## src/rtl/core/epcm_pkg.sv

```systemverilog
// Package for the EMA peak/change monitor: sizes, register codes, reset values, types.
// No dependencies; compile first.
package epcm_pkg;

  // Sample and fixed point sizes
  localparam int SAMPLE_BITS   = 16;
  localparam int FRACTION_BITS = 24;
  localparam int ALPHA_FRAC    = 24;
  localparam int ALPHA_W       = ALPHA_FRAC + 1;
  localparam int AVG_W         = SAMPLE_BITS + FRACTION_BITS + 1;
  localparam int MAG_W         = SAMPLE_BITS + FRACTION_BITS;
  localparam int HI_W          = MAG_W - ALPHA_FRAC;
  localparam int THRESH_W      = 16;
  localparam int MODE_W        = 2;
  localparam int FWD_W         = 4;
  localparam int CMP_W         = (SAMPLE_BITS + 1 > THRESH_W) ? SAMPLE_BITS + 1 : THRESH_W;

  // Configuration port
  localparam int CFG_IDX_W  = 3;
  localparam int CFG_DATA_W = ALPHA_W;

  localparam logic [CFG_IDX_W-1:0] REG_DISPLAY_MODE     = 3'd0;
  localparam logic [CFG_IDX_W-1:0] REG_CHANGE_THRESHOLD = 3'd1;
  localparam logic [CFG_IDX_W-1:0] REG_ALPHA_FAST       = 3'd2;
  localparam logic [CFG_IDX_W-1:0] REG_ALPHA_MEDIUM     = 3'd3;
  localparam logic [CFG_IDX_W-1:0] REG_ALPHA_SLOW       = 3'd4;

  // Display modes; the unused code behaves as "other"
  localparam logic [MODE_W-1:0] MODE_OTHER = 2'd0;
  localparam logic [MODE_W-1:0] MODE_CHART = 2'd1;
  localparam logic [MODE_W-1:0] MODE_COUNT = 2'd2;

  // Reset values of the registers
  localparam logic [MODE_W-1:0]   RST_DISPLAY_MODE = MODE_OTHER;
  localparam logic [THRESH_W-1:0] RST_THRESHOLD    = 16'd5;
  localparam logic [ALPHA_W-1:0]  RST_ALPHA_FAST   = 25'd5033165;
  localparam logic [ALPHA_W-1:0]  RST_ALPHA_MEDIUM = 25'd33554;
  localparam logic [ALPHA_W-1:0]  RST_ALPHA_SLOW   = 25'd554;

  // Unity weight and rounding constants
  localparam logic [ALPHA_W-1:0] ALPHA_ONE = {1'b1, {ALPHA_FRAC{1'b0}}};
  localparam logic [AVG_W-1:0]   AVG_HALF  =
    {{(AVG_W - FRACTION_BITS){1'b0}}, 1'b1, {(FRACTION_BITS - 1){1'b0}}};

  // Bit positions of the forwarded event bits
  localparam int FWD_MODE      = 0;
  localparam int FWD_HIGHLIGHT = 1;
  localparam int FWD_FORCE     = 2;
  localparam int FWD_CHANGED   = 3;

  // One registered input item
  typedef struct packed {
    logic signed [SAMPLE_BITS-1:0] current_a;
    logic signed [SAMPLE_BITS-1:0] current_b;
    logic        [SAMPLE_BITS-1:0] voltage_a;
    logic        [SAMPLE_BITS-1:0] voltage_b;
    logic                          force_update;
    logic                          mode_change;
    logic                          highlight_change;
  } sample_t;

  // Averaging weights
  typedef struct packed {
    logic [ALPHA_W-1:0] fast;
    logic [ALPHA_W-1:0] mid;
    logic [ALPHA_W-1:0] slow;
  } alpha_set_t;

  // Change decision for one item
  typedef struct packed {
    logic changed;
    logic publish;
  } pub_status_t;

endpackage

```

## src/rtl/core/epcm_publish.sv

```systemverilog
// Change detection against the last published sample, and storage of that sample.
// Depends on epcm_pkg.
module epcm_publish (
  input  logic                              clk,
  input  logic                              rst_n,
  input  logic                              en,
  input  epcm_pkg::sample_t                 smp,
  input  logic [epcm_pkg::MODE_W-1:0]       mode,
  input  logic [epcm_pkg::THRESH_W-1:0]     threshold,
  output epcm_pkg::pub_status_t             status
);

  localparam int S = epcm_pkg::SAMPLE_BITS;

  logic signed [S-1:0] last_cur_a_r, last_cur_b_r;
  logic        [S-1:0] last_volt_a_r, last_volt_b_r;
  logic                mode_forces;
  logic                moved;

  // Absolute difference of two signed samples above the threshold
  function automatic logic differs_s(
    input logic signed [S-1:0] a,
    input logic signed [S-1:0] b,
    input logic [epcm_pkg::THRESH_W-1:0] thr
  );
    logic signed [S:0] dv;
    logic        [S:0] mv;
    dv = {a[S-1], a} - {b[S-1], b};
    mv = dv[S] ? (~dv + 1'b1) : dv;
    return epcm_pkg::CMP_W'(mv) > epcm_pkg::CMP_W'(thr);
  endfunction

  // Same for unsigned samples
  function automatic logic differs_u(
    input logic [S-1:0] a,
    input logic [S-1:0] b,
    input logic [epcm_pkg::THRESH_W-1:0] thr
  );
    logic signed [S:0] dv;
    logic        [S:0] mv;
    dv = {1'b0, a} - {1'b0, b};
    mv = dv[S] ? (~dv + 1'b1) : dv;
    return epcm_pkg::CMP_W'(mv) > epcm_pkg::CMP_W'(thr);
  endfunction

  // Decide changed and publish
  always_comb begin
    mode_forces = (mode == epcm_pkg::MODE_CHART) || (mode == epcm_pkg::MODE_COUNT);
    moved = differs_s(smp.current_a, last_cur_a_r, threshold) ||
            differs_s(smp.current_b, last_cur_b_r, threshold) ||
            differs_u(smp.voltage_a, last_volt_a_r, threshold) ||
            differs_u(smp.voltage_b, last_volt_b_r, threshold);
    status.changed = smp.force_update || mode_forces || moved;
    status.publish = status.changed || smp.mode_change || smp.highlight_change;
  end

  // Hold the published sample
  always_ff @(posedge clk) begin
    if (!rst_n) begin
      last_cur_a_r  <= '0;
      last_cur_b_r  <= '0;
      last_volt_a_r <= '0;
      last_volt_b_r <= '0;
    end else if (en && status.publish) begin
      last_cur_a_r  <= smp.current_a;
      last_cur_b_r  <= smp.current_b;
      last_volt_a_r <= smp.voltage_a;
      last_volt_b_r <= smp.voltage_b;
    end
  end

endmodule

```

## config.mk

```make
export PLATFORM = sky130hd
export DESIGN_NAME = epcm_publish
export DESIGN_NICKNAME = d
export VERILOG_FILES = /design/src/rtl/core/epcm_pkg.sv /design/src/rtl/core/epcm_publish.sv
export SDC_FILE = /design/constraint.sdc
export NUM_CORES = 1
export LEC_CHECK = 0
export BUFFER_PORTS_ARGS = -buffer_cell sky130_fd_sc_hd__buf_2
export CAP_MARGIN = 0
export CORE_ASPECT_RATIO = 1.75
export CORE_UTILIZATION = 40
export DETAILED_ROUTE_END_ITERATION = 6
export PLACE_DENSITY = 0.69
export SKIP_LAST_GASP = 1
export SLEW_MARGIN = 25
export SYNTH_ARGS = -nofsm -noshare
export SYNTH_HDL_FRONTEND = slang
export SYNTH_SLANG_ARGS = --single-unit
```

## constraint.sdc

```tcl
create_clock -name clk -period 20.2 [get_ports clk]
set_input_delay 3.03 -clock clk [delete_from_list [all_inputs] [get_ports clk]]
set_output_delay 3.03 -clock clk [all_outputs]
set_load 0.1 [all_outputs]
```

# ---- Yosys cells after proc, flatten, opt, wreduce, memory -nomap -nowiden
# Cells that the tools add are included.
dict set report op_classes {
  addsub 8
  magnitude_cmp 4
  eq_ne 2
  n_mux 4
  bitwise 4
  n_reduce_logical 9
}
# op count
set ops {}
lappend ops {{$add A17 B1 Y17 const B} 4}
lappend ops {{$gt A17 B16 Y1} 4}
lappend ops {{$mux W17} 4}
lappend ops {{$not A17 Y17} 4}
lappend ops {{$sub A16 B16 Y17} 4}
lappend ops {{$logic_or A1 B1 Y1} 8}
lappend ops {{$eq A2 B1 Y1 const B} 1}
lappend ops {{$eq A2 B2 Y1 const B} 1}
lappend ops {{$logic_and A1 B1 Y1} 1}
dict set report word_totals {
  regBits 64
  in_bits 88
  output_inout_bits 2
  elab_cells 35
}

# ---- Logic depth before layout (Yosys ltp)
dict set report logic_depth {
  depth_word 12
  mapped_depth 26
  ltp_nobuf 24
}

# ---- Worst setup path after synthesis
# Ideal clock, no wire load.
dict set report synth_path {
  path_kind {input to output}
  from {input smp[3] (netlist bit)}
  to {output status[0] (netlist bit)}
  arrival_ps 8347
  required_ps 17170
  slack_ps 8823
  path_stages 22
  path_buffers 0
  path_cell_list {inv_1 -> ha_1 -> inv_1 -> fa_1 -> a21o_1 -> a21oi_1 -> xnor2_1 -> nor4_2 -> nand3b_1 -> or4b_2 -> nand2b_1 -> o21ai_0 -> xor2_1 -> ha_1 -> a2111oi_0 -> o21a_1 -> o22ai_1 -> a211oi_1 -> o211ai_2 -> a21o_1 -> or3_2 -> or2_2}
}
# item line
set synth_rtl {}
lappend synth_rtl {{start: declaration} epcm_publish.sv:7} ;# input epcm_pkg::sample_t smp,
lappend synth_rtl {{end: declaration} epcm_publish.sv:10} ;# output epcm_pkg::pub_status_t status

==> metrics.txt <==
status=finished, final reports clean; first-pass GRT wire length=36100 µm; # hold bufs at CTS=0; detailed-route wire length=21400 µm; DR vias=8323; Seq. cell area=0.00128 mm²; core box area=0.0221 mm²; clock slew at reported path FFs=0.05 ns; RR Startpoint=last_volt_b_r[0]; Placer Congestion=0.911; PwrDens=74.2 mW/mm²; Post-DP HPWL=17500 µm; TritonCTS Buffers=9; met1 usage=20.6%; syn_area_per_cell=7.60 µm²; crit path capture=status[0]; number of synthesized flops with an enable pin=0; vias in the first global route=8130; R2R Setup Slk=13.86 ns; met3 usage=2.48%; Worst R2R Path Depth=22; nets=1467; Hold WC Path Type=flop to flop; Yosys reg bits=64; CP Capture Type=output port; Mapped Area=0.00896 mm²; synthesized net count=1403; crit start category=input pin; leakage=4.50 nW; M2 GR Usage=38.0%; Rows=72; worst slew pin tran=0.862 ns; Crit Reg-Reg Endpoint=last_cur_a_r[3]; Core Util, Final=44.8%; Inserted Diodes=0; Synth cell types=81; htree depth=3; fraction of registers with async set/reset=0%; GRT Overall Usage=19.5%; postcts setup bufs=0; IO Count=90; initial drt markers=346; Hold Startpoint=last_volt_a_r[7]; Avg Vias per Cell=5.39; TritonCTS Sinks=64; initial antenna violation count=1; crit path max fanout=3; fill cell count=2240; Die Ht=200 µm; clock latency on the worst-skew pair=0.35 ns; GRT overflow=0; clk buf depth=2; Max-slew headroom=42.5%; area grow syn2layout=10.3%; I/O Buffers=89; Hold Fails Final Rpt=0; CTS resizes=0; Initial Utilization=40.6%; Routed Antenna Nets=0; Total Negative Setup Slacks=0 ns; crit path launch=smp[3]; Final Skew=0.00779 ns; Die Width=115 µm; Syn Inst Count=1179; synth warn=0; fin crit share=57.5%; CTS tree=built; fraction of layout cells with a size suffix above 1=10.6%; most used flip-flop cell after synthesis=dfxtp_1; die area=0.0230 mm²; Final min period=11.62 ns; RSZ-0062 raised after global routing=no; Seq/Total Area, Yosys=14.3%; Worst Setup Path Type=input pin to output port; largest net degree at the start of global routing=77; Critical Path RT=17.17 ns; critical path arrival=8.59 ns; root buf cell=clkbuf_16; maximum vdd drop=48.4 µV; DRC viols=0; Slew Limit Fails=0; Power Total=0.733 mW; f_max=86.1 MHz; DR pass1 iterations=5; final setup violation count=0; Wirelength per Cell=13.9 µm; multi-input logic area=0.00705 mm²; busiest grt layer=met2; Max-cap violations=0
-- cell usage after synthesis (all sizes together) (3+ instances only) --
cell,number,area share (%)
nand2,192,8.0
ha,132,18
inv,100,4.2
a21oi,80,4.6
nor2,74,3.1
xnor2,72,7.0
mux2i,65,7.3
dfxtp,64,14
o21ai,41,2.3
a21o,36,3.0
xor2,35,3.4
clkbuf,26,1.1
nor3,18,1.0
nor2b,15,1.1
nand4,14,0.98
a211oi,13,1.1
buf,13,1.8
nand3,12,0.67
a31oi,11,0.77
o21a,11,0.92
and3,10,0.75
and2,9,0.63
nand2b,9,0.63
o31ai,9,0.87
nor4,8,0.63
o2111ai,8,0.78
and4,6,0.59
nor3b,6,0.50
or3,6,0.43
a21boi,5,0.42
o211ai,5,0.47
o22ai,5,0.35
a2111oi,4,0.53
a211o,4,0.39
a311o,4,0.45
a41oi,4,0.39
fa,4,0.89
o31a,4,0.39
or2,4,0.28
a221oi,3,0.36
a41o,3,0.34
mux2,3,0.38
nor4b,3,0.29
-- worst max-delay path, stage by stage --
cell and delay (ns):
buf_2 0.10, inv_1 0.05, ha_1 0.18, inv_1 0.07
fa_1 0.41, a21o_1 0.21, a21oi_1 0.25, xnor2_1 0.14
nor4_2 0.35, nand3b_1 0.14, or4b_2 0.63, nand2b_1 0.18
o21ai_0 0.20, xor2_1 0.09, ha_1 0.20, a2111oi_0 0.40
o21a_1 0.18, o22ai_1 0.07, a211oi_1 0.30, o211ai_2 0.14
a21o_1 0.18, or3_2 0.49, or2_2 0.30, buf_2 0.29
-- state kept, by name, summed over array words and instances, names as in the netlist --
signal / cells
last_cur_a_r: 16
last_cur_b_r: 16
last_volt_a_r: 16
last_volt_b_r: 16
-- metal layers --
metal / share of wire [%] / vias to the layer above
met3: 3.2 / 43
met1: 40 / 3848
met2: 54 / 131
met5: 0.056 / -
met4: 2.7 / 2
li1: - / 4299
-- kinds of logic (layout without fill, tap and decap cells) --
group | Yosys count | count (layout) | share of synthesized area, %
AO/OA/AOI/OAI | 269 | 269 | 20.4
XOR/XNOR | 107 | 107 | 10.5
adder cells (fa/ha/maj) | 136 | 136 | 19.3
buffers and inverters | 139 | 208 | 7.08
flip-flops | 64 | 64 | 14.3
multiplexers | 68 | 68 | 7.64
AND/OR/NAND/NOR | 396 | 396 | 20.8
-- power by group --
group | switching, mW | total [mW] | leakage (nW) | internal, mW
logic | 0.232 | 0.409 | 3.81 | 0.177
registers | 0.00468 | 0.141 | 0.529 | 0.136
clock network | 0.0627 | 0.183 | 0.162 | 0.120
total | 0.299 | 0.733 | 4.50 | 0.434
-- worst min-delay path by stage --
stage / depth (start not counted) / slack, ns / endpoint
after floorplan: 2 / 0.43 / last_cur_a_r[10]
after global placement: 2 / 0.44 / last_cur_a_r[13]
after detailed placement: 2 / 0.45 / last_cur_b_r[12]
after CTS: 2 / 0.46 / last_volt_a_r[7]
after global routing: 2 / 0.47 / last_cur_b_r[2]
final: 2 / 0.45 / last_volt_a_r[7]
-- layout by cell type, fill, tap and decap left out, types with 6 or more instances in the layout --
cell,instances
o21a_1,11
o2111ai_1,8
a31oi_1,11
nor2_1,74
and3_1,9
xor2_1,35
clkbuf_16,9
and2_1,9
nand3_1,12
dfxtp_1,64
and4_1,6
a21o_1,36
nor3_1,18
nand4_1,14
o31ai_1,7
o21ai_0,34
xnor2_1,72
a21oi_1,77
nand2b_1,9
ha_1,132
nor2b_1,14
a211oi_1,12
nor4_1,7
buf_2,88
nand2_1,192
nor3b_1,6
o21ai_1,7
inv_1,100
mux2i_1,65
-- stage by stage --
stage	instance area, µm²	instances	hold WS (ns)	setup slack [ns]
after floorplan	8960	1179	0.435	8.82
after global placement	9540	1528	0.442	8.77
after detailed placement	9540	1528	0.446	8.63
after CTS	9880	1544	0.458	8.61
after global routing	9880	1544	0.470	8.20
final	9880	1544	0.455	8.58
-- cell type report --
class                   instances  share of cell area, %
inverters                     100                   3.80
well taps                     296                   3.75
repair buffers                 92                   4.76
flip-flops and latches         64                   13.0
multi-input cells             976                   71.3
clock inverters                 6                   1.09
clock buffers                  10                   2.32
No activity file was read; power rests on OpenSTA's default activity.
